<file path="src/rtl/tte_pkg.sv">
package tte_pkg;

    localparam int BLOCK_SIZE = 512;
    localparam int HDR_BYTES  = 4;

    localparam logic [3:0]  MAX_RETRIES_RST = 4'd5;

    localparam logic [15:0] OP_DATA  = 16'd3;
    localparam logic [15:0] OP_ACK   = 16'd4;
    localparam logic [15:0] OP_ERROR = 16'd5;

    localparam int IN_TDATA_W  = 56;
    localparam int OUT_TDATA_W = 48;

    typedef enum logic [2:0] {
        CMD_START_READ  = 3'd0,
        CMD_START_WRITE = 3'd1,
        CMD_PKT_RX      = 3'd2,
        CMD_RX_TIMEOUT  = 3'd3,
        CMD_RX_FAIL     = 3'd4
    } t_cmd;

    typedef enum logic [1:0] {
        MODE_IDLE  = 2'd0,
        MODE_READ  = 2'd1,
        MODE_WRITE = 2'd2
    } t_mode;

    typedef enum logic [1:0] {
        SEND_NONE = 2'd0,
        SEND_DATA = 2'd1,
        SEND_ACK  = 2'd2,
        SEND_ERR  = 2'd3
    } t_send_kind;

    typedef enum logic [2:0] {
        RSN_NONE      = 3'd0,
        RSN_BAD_SIZE  = 3'd1,
        RSN_BAD_OP    = 3'd2,
        RSN_BAD_ACK   = 3'd3,
        RSN_BAD_BLOCK = 3'd4
    } t_reason;

    typedef enum logic [2:0] {
        ST_RUN     = 3'd0,
        ST_DONE    = 3'd1,
        ST_FAIL    = 3'd2,
        ST_TIMEOUT = 3'd3,
        ST_KILLED  = 3'd4,
        ST_PEER    = 3'd5,
        ST_IGNORED = 3'd6
    } t_status;

    typedef struct packed {
        t_cmd        command;
        logic [15:0] packet_opcode;
        logic [15:0] packet_block;
        logic [9:0]  packet_length;
        logic [9:0]  next_chunk_length;
    } t_event;

    typedef struct packed {
        t_send_kind  send_kind;
        logic [15:0] send_block;
        logic [9:0]  send_length;
        t_reason     error_reason;
        logic [9:0]  store_length;
        t_status     transfer_status;
    } t_result;

endpackage

</file>
<file path="src/rtl/tte_in_reg.sv">
module tte_in_reg (
    input  logic            i_clk,
    input  logic            i_rst_n,
    input  logic            i_valid,
    output logic            o_ready,
    input  tte_pkg::t_event i_evt,
    input  logic            i_take,
    output logic            o_valid,
    output tte_pkg::t_event o_evt
);

    logic            r_valid;
    tte_pkg::t_event r_evt;

    assign o_ready = !r_valid || i_take;
    assign o_valid = r_valid;
    assign o_evt   = r_evt;

    always_ff @(posedge i_clk) begin
        if (!i_rst_n) begin
            r_valid <= 1'b0;
        end else if (o_ready) begin
            r_valid <= i_valid;
        end
    end

    always_ff @(posedge i_clk) begin
        if (i_valid && o_ready) begin
            r_evt <= i_evt;
        end
    end

endmodule

</file>
<file path="src/rtl/tte_seq.sv">
module tte_seq (
    input  logic             i_clk,
    input  logic             i_rst_n,
    input  logic             i_cfg_we,
    input  logic [3:0]       i_cfg_wdata,
    input  logic             i_fire,
    input  tte_pkg::t_event  i_evt,
    output tte_pkg::t_result o_res
);

    logic [3:0]     r_max_retries;
    tte_pkg::t_mode r_mode, n_mode;
    logic [15:0]    r_block, n_block;
    logic [3:0]     r_tcount, n_tcount;
    logic [9:0]     r_chunk, n_chunk;

    logic [9:0]  nlen;
    logic [9:0]  payload;
    logic [3:0]  lim;
    logic [3:0]  tinc;
    logic [15:0] blk_inc;
    logic        bad_size;

    always_ff @(posedge i_clk) begin
        if (!i_rst_n) begin
            r_max_retries <= tte_pkg::MAX_RETRIES_RST;
        end else if (i_cfg_we) begin
            r_max_retries <= i_cfg_wdata;
        end
    end

    always_ff @(posedge i_clk) begin
        if (!i_rst_n) begin
            r_mode   <= tte_pkg::MODE_IDLE;
            r_block  <= '0;
            r_tcount <= '0;
            r_chunk  <= '0;
        end else if (i_fire) begin
            r_mode   <= n_mode;
            r_block  <= n_block;
            r_tcount <= n_tcount;
            r_chunk  <= n_chunk;
        end
    end

    assign nlen     = (32'(i_evt.next_chunk_length) > tte_pkg::BLOCK_SIZE)
                      ? 10'(tte_pkg::BLOCK_SIZE) : i_evt.next_chunk_length;
    assign payload  = i_evt.packet_length - 10'(tte_pkg::HDR_BYTES);
    assign lim      = (r_max_retries == 4'd0) ? 4'd1 : r_max_retries;
    assign tinc     = r_tcount + 4'd1;
    assign blk_inc  = r_block + 16'd1;
    assign bad_size = (32'(i_evt.packet_length) < tte_pkg::HDR_BYTES) ||
                      (32'(i_evt.packet_length) > tte_pkg::BLOCK_SIZE + tte_pkg::HDR_BYTES);

    always_comb begin
        n_mode   = r_mode;
        n_block  = r_block;
        n_tcount = r_tcount;
        n_chunk  = r_chunk;
        o_res    = '{send_kind: tte_pkg::SEND_NONE, send_block: '0, send_length: '0,
                     error_reason: tte_pkg::RSN_NONE, store_length: '0,
                     transfer_status: tte_pkg::ST_IGNORED};

        unique case (i_evt.command)
            tte_pkg::CMD_START_READ: begin
                n_mode   = tte_pkg::MODE_READ;
                n_block  = 16'd1;
                n_tcount = '0;
                n_chunk  = nlen;
                o_res.send_kind       = tte_pkg::SEND_DATA;
                o_res.send_block      = 16'd1;
                o_res.send_length     = nlen;
                o_res.transfer_status = tte_pkg::ST_RUN;
            end
            tte_pkg::CMD_START_WRITE: begin
                n_mode   = tte_pkg::MODE_WRITE;
                n_block  = '0;
                n_tcount = '0;
                n_chunk  = '0;
                o_res.send_kind       = tte_pkg::SEND_ACK;
                o_res.transfer_status = tte_pkg::ST_RUN;
            end
            tte_pkg::CMD_RX_FAIL: begin
                if (r_mode != tte_pkg::MODE_IDLE) begin
                    n_mode   = tte_pkg::MODE_IDLE;
                    n_tcount = '0;
                    o_res.transfer_status = tte_pkg::ST_KILLED;
                end
            end
            tte_pkg::CMD_RX_TIMEOUT: begin
                if (r_mode != tte_pkg::MODE_IDLE) begin
                    n_tcount = tinc;
                    if (tinc >= lim) begin
                        n_mode   = tte_pkg::MODE_IDLE;
                        n_tcount = '0;
                        o_res.transfer_status = tte_pkg::ST_TIMEOUT;
                    end else if (r_mode == tte_pkg::MODE_READ) begin
                        o_res.send_kind       = tte_pkg::SEND_DATA;
                        o_res.send_block      = r_block;
                        o_res.send_length     = r_chunk;
                        o_res.transfer_status = tte_pkg::ST_RUN;
                    end else begin
                        o_res.send_kind       = tte_pkg::SEND_ACK;
                        o_res.send_block      = r_block;
                        o_res.transfer_status = tte_pkg::ST_RUN;
                    end
                end
            end
            tte_pkg::CMD_PKT_RX: begin
                if (r_mode != tte_pkg::MODE_IDLE) begin
                    n_mode   = tte_pkg::MODE_IDLE;
                    n_tcount = '0;
                    o_res.transfer_status = tte_pkg::ST_FAIL;
                    priority if (bad_size) begin
                        o_res.send_kind    = tte_pkg::SEND_ERR;
                        o_res.error_reason = tte_pkg::RSN_BAD_SIZE;
                    end else if (i_evt.packet_opcode == tte_pkg::OP_ERROR) begin
                        o_res.transfer_status = tte_pkg::ST_PEER;
                    end else if (r_mode == tte_pkg::MODE_READ) begin
                        priority if (i_evt.packet_opcode != tte_pkg::OP_ACK) begin
                            o_res.send_kind    = tte_pkg::SEND_ERR;
                            o_res.error_reason = tte_pkg::RSN_BAD_OP;
                        end else if (i_evt.packet_block != r_block) begin
                            o_res.send_kind    = tte_pkg::SEND_ERR;
                            o_res.error_reason = tte_pkg::RSN_BAD_ACK;
                        end else if (32'(r_chunk) < tte_pkg::BLOCK_SIZE) begin
                            o_res.transfer_status = tte_pkg::ST_DONE;
                        end else begin
                            n_mode   = tte_pkg::MODE_READ;
                            n_block  = blk_inc;
                            n_chunk  = nlen;
                            o_res.send_kind       = tte_pkg::SEND_DATA;
                            o_res.send_block      = blk_inc;
                            o_res.send_length     = nlen;
                            o_res.transfer_status = tte_pkg::ST_RUN;
                        end
                    end else begin
                        priority if (i_evt.packet_opcode != tte_pkg::OP_DATA) begin
                            o_res.send_kind    = tte_pkg::SEND_ERR;
                            o_res.error_reason = tte_pkg::RSN_BAD_OP;
                        end else if (i_evt.packet_block != blk_inc) begin
                            o_res.send_kind    = tte_pkg::SEND_ERR;
                            o_res.error_reason = tte_pkg::RSN_BAD_BLOCK;
                        end else begin
                            n_block = blk_inc;
                            o_res.send_kind    = tte_pkg::SEND_ACK;
                            o_res.send_block   = blk_inc;
                            o_res.store_length = payload;
                            if (32'(payload) < tte_pkg::BLOCK_SIZE) begin
                                o_res.transfer_status = tte_pkg::ST_DONE;
                            end else begin
                                n_mode = tte_pkg::MODE_WRITE;
                                o_res.transfer_status = tte_pkg::ST_RUN;
                            end
                        end
                    end
                end
            end
            default: begin
            end
        endcase
    end

    a_end_goes_idle: assert property (@(posedge i_clk) disable iff (!i_rst_n)
        i_fire && o_res.transfer_status != tte_pkg::ST_RUN &&
        o_res.transfer_status != tte_pkg::ST_IGNORED |=> r_mode == tte_pkg::MODE_IDLE)
        else $error("ending status did not return to idle");

    a_data_in_read: assert property (@(posedge i_clk) disable iff (!i_rst_n)
        i_fire && o_res.send_kind == tte_pkg::SEND_DATA |=> r_mode == tte_pkg::MODE_READ)
        else $error("DATA sent outside read mode");

    a_sent_block_kept: assert property (@(posedge i_clk) disable iff (!i_rst_n)
        i_fire && (o_res.send_kind == tte_pkg::SEND_DATA ||
                   o_res.send_kind == tte_pkg::SEND_ACK)
        |=> r_block == $past(o_res.send_block))
        else $error("block count differs from block sent");

    a_ignored_no_change: assert property (@(posedge i_clk) disable iff (!i_rst_n)
        i_fire && o_res.transfer_status == tte_pkg::ST_IGNORED
        |=> $stable(r_mode) && $stable(r_block) && $stable(r_tcount))
        else $error("ignored event changed state");

endmodule

</file>
<file path="src/rtl/tte_out_reg.sv">
module tte_out_reg (
    input  logic             i_clk,
    input  logic             i_rst_n,
    input  logic             i_load,
    input  tte_pkg::t_result i_res,
    input  logic             i_ready,
    output logic             o_take,
    output logic             o_valid,
    output tte_pkg::t_result o_res
);

    logic             r_valid;
    tte_pkg::t_result r_res;

    assign o_take  = !r_valid || i_ready;
    assign o_valid = r_valid;
    assign o_res   = r_res;

    always_ff @(posedge i_clk) begin
        if (!i_rst_n) begin
            r_valid <= 1'b0;
        end else if (o_take) begin
            r_valid <= i_load;
        end
    end

    always_ff @(posedge i_clk) begin
        if (i_load && o_take) begin
            r_res <= i_res;
        end
    end

endmodule

</file>
<file path="src/rtl/tftp_transfer_engine.sv">
// A result passes through the input register, then the result register, once its input
// transfer is accepted; a held result register keeps the item waiting in the input register.
// Throughput: one item per cycle; the input register and result register
// both move whenever the result register is empty or being taken.
// Reset (i_rst_n low, synchronous): no item held, mode idle, block and
// timeout counts and chunk length zero, max_retries back to 5.
module tftp_transfer_engine (
    input  logic                              i_clk,
    input  logic                              i_rst_n,
    input  logic                              i_cfg_we,
    input  logic [3:0]                        i_cfg_wdata,
    input  logic                              s_axis_tvalid,
    output logic                              s_axis_tready,
    // opcode[15:0], block[31:16], length[41:32], next_chunk_length[51:42]
    input  logic [tte_pkg::IN_TDATA_W-1:0]    s_axis_tdata,
    // command[2:0]
    input  logic [2:0]                        s_axis_tuser,
    output logic                              m_axis_tvalid,
    input  logic                              m_axis_tready,
    // send_block[15:0], send_length[25:16], error_reason[28:26],
    // store_length[38:29], transfer_status[41:39]
    output logic [tte_pkg::OUT_TDATA_W-1:0]   m_axis_tdata,
    // send_kind[1:0]
    output logic [1:0]                        m_axis_tuser
);

    tte_pkg::t_event  s_evt;
    tte_pkg::t_event  q_evt;
    tte_pkg::t_result seq_res;
    tte_pkg::t_result out_res;
    logic             q_valid;
    logic             take;
    logic             fire;

    assign s_evt.command           = tte_pkg::t_cmd'(s_axis_tuser);
    assign s_evt.packet_opcode     = s_axis_tdata[15:0];
    assign s_evt.packet_block      = s_axis_tdata[31:16];
    assign s_evt.packet_length     = s_axis_tdata[41:32];
    assign s_evt.next_chunk_length = s_axis_tdata[51:42];

    assign fire = q_valid && take;

    tte_in_reg u_in (
        .i_clk   (i_clk),
        .i_rst_n (i_rst_n),
        .i_valid (s_axis_tvalid),
        .o_ready (s_axis_tready),
        .i_evt   (s_evt),
        .i_take  (take),
        .o_valid (q_valid),
        .o_evt   (q_evt)
    );

    tte_seq u_seq (
        .i_clk       (i_clk),
        .i_rst_n     (i_rst_n),
        .i_cfg_we    (i_cfg_we),
        .i_cfg_wdata (i_cfg_wdata),
        .i_fire      (fire),
        .i_evt       (q_evt),
        .o_res       (seq_res)
    );

    tte_out_reg u_out (
        .i_clk   (i_clk),
        .i_rst_n (i_rst_n),
        .i_load  (q_valid),
        .i_res   (seq_res),
        .i_ready (m_axis_tready),
        .o_take  (take),
        .o_valid (m_axis_tvalid),
        .o_res   (out_res)
    );

    assign m_axis_tuser = out_res.send_kind;
    assign m_axis_tdata = {6'd0, out_res.transfer_status, out_res.store_length,
                           out_res.error_reason, out_res.send_length, out_res.send_block};

endmodule

</file>
<file path="config.mk">
export PLATFORM = sky130hd
export DESIGN_NAME = tftp_transfer_engine
export DESIGN_NICKNAME = d
export VERILOG_FILES = /design/src/rtl/tte_pkg.sv /design/src/rtl/tte_in_reg.sv /design/src/rtl/tte_seq.sv /design/src/rtl/tte_out_reg.sv /design/src/rtl/tftp_transfer_engine.sv
export SDC_FILE = /design/constraint.sdc
export NUM_CORES = 1
export LEC_CHECK = 0
export ABC_CLOCK_PERIOD_IN_PS = 4300
export BUFFER_PORTS_ARGS = -buffer_cell sky130_fd_sc_hd__buf_2
export CORE_MARGIN = 4
export CORE_UTILIZATION = 56
export DETAILED_ROUTE_END_ITERATION = 8
export PLACE_DENSITY = 0.83
export SYNTH_ARGS = -nofsm -noshare
export SYNTH_HDL_FRONTEND = slang
export SYNTH_HIERARCHICAL = 1
export SYNTH_SLANG_ARGS = --single-unit
</file>
<file path="constraint.sdc">
create_clock -name i_clk -period 4.3 [get_ports i_clk]
set_clock_uncertainty 0.2 [all_clocks]
set_input_delay 0.645 -clock i_clk [delete_from_list [all_inputs] [get_ports i_clk]]
set_output_delay 0.645 -clock i_clk [all_outputs]
set_load 0.03 [all_outputs]
</file>
=== Word-level counts from Yosys, hierarchy flattened ===
Cells that the tools add are included.

* Register bits: 137
* Output and inout port bits: 52
* Word-level logic and storage cells: 164

* $add $sub $neg: 3
* Order comparisons: 6
* Equality and inequality tests: 26
* Multiplexer cells: 86
* Bitwise logic cells: 2
* Reduce and logical (&&, ||, !) cells: 22

{| class="wikitable"
|+ Operators by type and width
! cell !! count
|-
| 28-bit 2-to-1 mux || 9
|-
| 16-bit 2-to-1 mux || 11
|-
| 10-bit 2-to-1 mux || 11
|-
| 26-bit 2-to-1 mux || 3
|-
| 26-bit one-hot mux with 3 select lines || 1
|-
| 16-bit one-hot mux with 3 select lines || 1
|-
| 44-bit 2-to-1 mux || 1
|-
| 41-bit 2-to-1 mux || 1
|-
| 13-bit 2-to-1 mux || 3
|-
| 2-bit 2-to-1 mux || 19
|-
| 18-bit 2-to-1 mux || 2
|-
| 16-bit != test || 2
|-
| 3-bit 2-to-1 mux || 10
|-
| 10-bit one-hot mux with 3 select lines || 1
|-
| 27-bit 2-to-1 mux || 1
|-
| 10-bit > comparator (second input constant) || 2
|-
| 10-bit less-than comparator (second input constant) || 2
|-
| 16-bit by 1-bit adder with 16-bit output (second input constant) || 1
|-
| 16-bit by 3-bit == test with 1-bit output (second input constant) || 1
|-
| 4-bit 2-to-1 mux || 4
|-
| 16-bit by 2-bit != test with 1-bit output (second input constant) || 1
|-
| 16-bit by 3-bit != test with 1-bit output (second input constant) || 1
|-
| 2-bit by 1-bit != test with 1-bit output (second input constant) || 6
|-
| 3-bit one-hot mux with 4 select lines || 1
|-
| other kinds (32) || 50
|}

=== Depth between registers and ports, before layout ===
* Word-level depth: 17
* Mapped depth: 13
* Gate-level depth less buffers: 11

=== Modules after synthesis ===
The synthesis kept the hierarchy.

{| class="wikitable"
|+ Modules (own cells, without submodules)
! module !! instances !! cells an instance !! area each (um2) !! sequential area each (um2)
|-
| tte_seq || 1 || 487 || 3,513.4 || 720.7
|-
| tte_in_reg || 1 || 60 || 1,709.1 || 1,671.6
|-
| tte_out_reg || 1 || 49 || 1,378.8 || 1,341.3
|-
| tftp_transfer_engine || 1 || 8 || 55.1 || 0.0
|}

=== Worst setup path after synthesis ===
OpenSTA, ideal clock, no wires.

* Kind: register to register
* Start: register u_seq.r_block[1]
* End: register u_seq.r_block[5]
* Library setup time: 132 ps
* Arrival time: 3,162 ps
* Path slack: 806 ps
* Cell stages (with the launch flop): 12
* Path through: dfxtp_1 > ha_1 > nand3_1 > nor3_1 > nand3_1 > xnor2_1 > or4_1 > buf_2 > o41a_4 > buf_6 > o311ai_1 > o31ai_1

* Word-level cells in the longest chain between the ends: 9
* Elaborated cells between the ends (all ways): 16
* Classes of those cells: 1 x add/sub; 4 x eq/ne; 10 x mux; 1 x reduce/logical

{| class="wikitable"
|+ Ends and longest elaborated chain
! element !! RTL line !! RTL
|-
| start: declaration || tte_seq.sv:13 || <nowiki>logic [15:0] r_block, n_block;</nowiki>
|-
| start signal: assignment || tte_seq.sv:40 || <nowiki>r_block <= n_block;</nowiki>
|-
| 16-bit by 1-bit adder with 16-bit output || tte_seq.sv:51 || <nowiki>assign blk_inc = r_block + 16'd1;</nowiki>
|-
| 16-bit 2-to-1 mux || tte_seq.sv:126 || <nowiki>end else if (32'(r_chunk) < tte_pkg::BLOCK_SIZE) begin</nowiki>
|-
| 16-bit 2-to-1 mux || tte_seq.sv:123 || <nowiki>end else if (i_evt.packet_block != r_block) begin</nowiki>
|-
| 16-bit 2-to-1 mux || tte_seq.sv:120 || <nowiki>priority if (i_evt.packet_opcode != tte_pkg::OP_ACK) begin</nowiki>
|-
| 16-bit 2-to-1 mux || tte_seq.sv:119 || <nowiki>end else if (r_mode == tte_pkg::MODE_READ) begin</nowiki>
|-
| 16-bit 2-to-1 mux || tte_seq.sv:117 || <nowiki>end else if (i_evt.packet_opcode == tte_pkg::OP_ERROR) begin</nowiki>
|-
| 16-bit 2-to-1 mux || tte_seq.sv:114 || <nowiki>priority if (bad_size) begin</nowiki>
|-
| 16-bit 2-to-1 mux || tte_seq.sv:110 || <nowiki>if (r_mode != tte_pkg::MODE_IDLE) begin</nowiki>
|-
| 16-bit one-hot mux with 3 select lines || tte_seq.sv:64 || <nowiki>unique case (i_evt.command)</nowiki>
|}

Several ways; a longest one is shown, not always the timed one. The select of a mux whose other input is x is not followed.
A chain may end at the register's enable or synchronous reset.

==> out/metrics.cfg <==
[clock_network]
clk_pin_slew_ps = 60
cts.sinks = 137
holdBufCountCts = 0
cts_root_buf = clkbuf_16
cts.htree.levels = 4
cts_buffers = 17
cts_resized = 0
post_cts_buffers = 0
clk_latency_ps = 420
cts_buffer_depth = 2
cts_tree = built

[power_and_ir_drop]
p_leak_nw = 2.83
power_frac_seq_pct = 48.6
p_clk_share_pct = 44.6
switchingPower_w = 0.000728
pwr-share-comb_pct = 6.9
ir_worst_vdd_mv = 0.340
switching_share_pct = 23.4
p_per_area_nw_per_um2 = 400
internal-power_w = 0.00239

[grt]
overflow = 0
gr-usage-all-layers_pct = 23.2
grt_max_degree = 56
antenna_found_initial = 0
grt_pass1_vias = 5021
grt_pass1_wl_um = 24400

[die]
num_rows = 39
die_w_um = 117
core_area_um2 = 11500
die_area_um2 = 13700
die_h_um = 117
ios = 120
start_util_pct = 57.8

[logic_synthesis]
synth_most_common_cell = edfxtp_1
ys_ff_latch = 137
netlist_area_um2 = 6660
ys_seq_area_share_pct = 56.1
yosysWarnings = 6
synthArstFlopShare_pct = 0
synth.avg_cell_area_um2 = 11.0
synth_ff_type = edfxtp_1
syn_inst = 604
synthTopCellsByArea = edfxtp_1 (45%), dfxtp_1 (11%), nand2_1 (3.2%)
yosysTopAreaCell = edfxtp_1
yosysTopAreaCellShare_pct = 44.7
synth_edf_count = 99
synth_cell_types = 69
synth_top_cells_by_count = edfxtp_1 (99), nand2_1 (56), nor2_1 (46)

[worst_hold_path]
min-delay-start = s_axis_tdata[11]
min_delay_path_depth = 1
hp-class = in -> reg
hold_end = u_in/o_evt[47]

[critical_path]
crit_required_ps = 4360
reg2reg_slack_ps = 300
crit_path_max_fanout = 28
reg2regPathDepth = 10
crit_path_end_kind = flip-flop
cp.arrival_ps = 4060
cp-start-kind = flip-flop
r2r_start = u_seq/r_block[0]
r2r_end = u_out/o_res[36]
crit_type = reg -> reg

[place]
numPortBuffers = 109
place.gp.congestion = 0.950
dpl.hpwl_um = 11000

[detailed_routing]
drt_first_iter_violations = 540
drt_first_pass_iters = 6
drtAntennaViolNets = 0
vias = 5235
drc = 0
routedWlPerCell_um = 18.2
routed_wl_um = 15600
vias_per_cell = 6.10

[timing]
max_freq_ghz = 0.250
fin_crit_ps = 4000
setup_viol = 0
worstMarginPinSlew_ps = 1070
tns_ps = 0
slew_violations = 0
finalHoldViolations = 0
slew_headroom_pct = 28.7
min_period_over_period_pct = 93.0
rsz0062_at_grt = no

[job]
maxCapViolCount = 0

[final_layout]
layout-drive-gt1-share_pct = 22.7
num_antenna_cells = 0
syn2layout_area_growth_pct = 17.0
postLayoutCoreUtil_pct = 67.6
nNetsFinal = 778

[run_status]
status = completed

through the flow:
| stage | area [µm²] | setup WS [ps] | instances | power, W | hold WS [ps] |
|---|---|---|---|---|---|
| after floorplan | 6680 | 806 | 609 | 0.00167 | 241 |
| after global placement | 7210 | 530 | 826 | 0.00174 | 250 |
| after global routing | 7790 | 75.9 | 858 | 0.00322 | 174 |
| final | 7790 | 300 | 858 | 0.00311 | 194 |
| after detailed placement | 7210 | 383 | 826 | 0.00175 | 264 |
| after CTS | 7790 | 364 | 858 | 0.00314 | 172 |
cells in the final DEF, fill, tap and decap left out, types with 10 or more instances in the layout:
master     netlist  routed
buf_2            4     109
o31ai_1         14      14
clkbuf_16        0      18
nor3_1          13      13
dfxtp_1         38      38
nand3_1         31      31
a21oi_1         25      25
nor2_1          46      46
nand2_1         56      56
a31oi_1         10      10
inv_1           17      17
edfxtp_1        99      99
nand4_1         10      10
o21ai_0         18      18
xnor2_1         24      24
power by group through the flow:
stage | Clock, W | Sequential (W) | Combinational (W)
after global placement | 0 | 0.00154 | 0.000205
after floorplan | 0 | 0.00156 | 0.000108
final | 0.00139 | 0.00151 | 0.000213
after CTS | 0.00142 | 0.00151 | 0.000213
after global routing | 0.00147 | 0.00152 | 0.000231
after detailed placement | 0 | 0.00154 | 0.000211
sequential cells by signal, summed over array words and instances, names as in the netlist:
signal,cells
u_in/o_evt,55
u_in/o_valid,1
u_out/o_res,44
u_out/o_valid,1
u_seq/r_block,16
u_seq/r_chunk,10
u_seq/r_max_retries,4
u_seq/r_mode,2
u_seq/r_tcount,4
how the worst max path moves through the flow:
stage                          start                 to  slack (ps)  cells past startpoint
global placement    u_seq/r_block[0]    u_out/o_res[29]         530                     10
global route        u_seq/r_block[0]  u_seq/r_block[12]          80                      9
CTS                 u_seq/r_block[0]    u_out/o_res[36]         360                     10
finish              u_seq/r_block[0]    u_out/o_res[36]         300                     10
detailed placement  u_seq/r_block[0]    u_out/o_res[36]         380                     10
floorplan           u_seq/r_block[1]   u_seq/r_block[5]         810                     11
routing by layer:
metal	up-vias	routed length (µm)	GRT usage, %
li1	2463	-	-
met1	2466	6230	27.7
met2	264	7850	39.9
met3	42	1130	6.32
met4	0	391	9.56
met5	-	0	0
cells by family after synthesis:
family | synth area share (%)
AND/OR/NAND/NOR | 17.4
flip-flops | 56.1
AO/OA/AOI/OAI | 14.6
buffers and inverters | 4.53
XOR/XNOR | 4.59
adder cells (fa/ha/maj) | 1.50
multiplexers | 1.20
other | 0.0563
worst max-delay path: stages, from the launching register on:
cell and delay [ps]:
dfxtp_1 510, ha_1 340, nand3_1 260, or3_1 530, a211oi_1 250, o221ai_1 280, or4_1 610, o22ai_2 150
buf_4 320, a41oi_1 160, nor2_1 200
cell type report:
cell class              count  area [µm²]
clock inverters            12         115
well taps                 143         179
flip-flops and latches    137        3730
repair buffers            116         598
clock buffers              20         458
multi-input cells         413        2640
inverters                  17        63.8
fillers                   855        3730
Note: power is estimated with default switching activity, not from simulation.
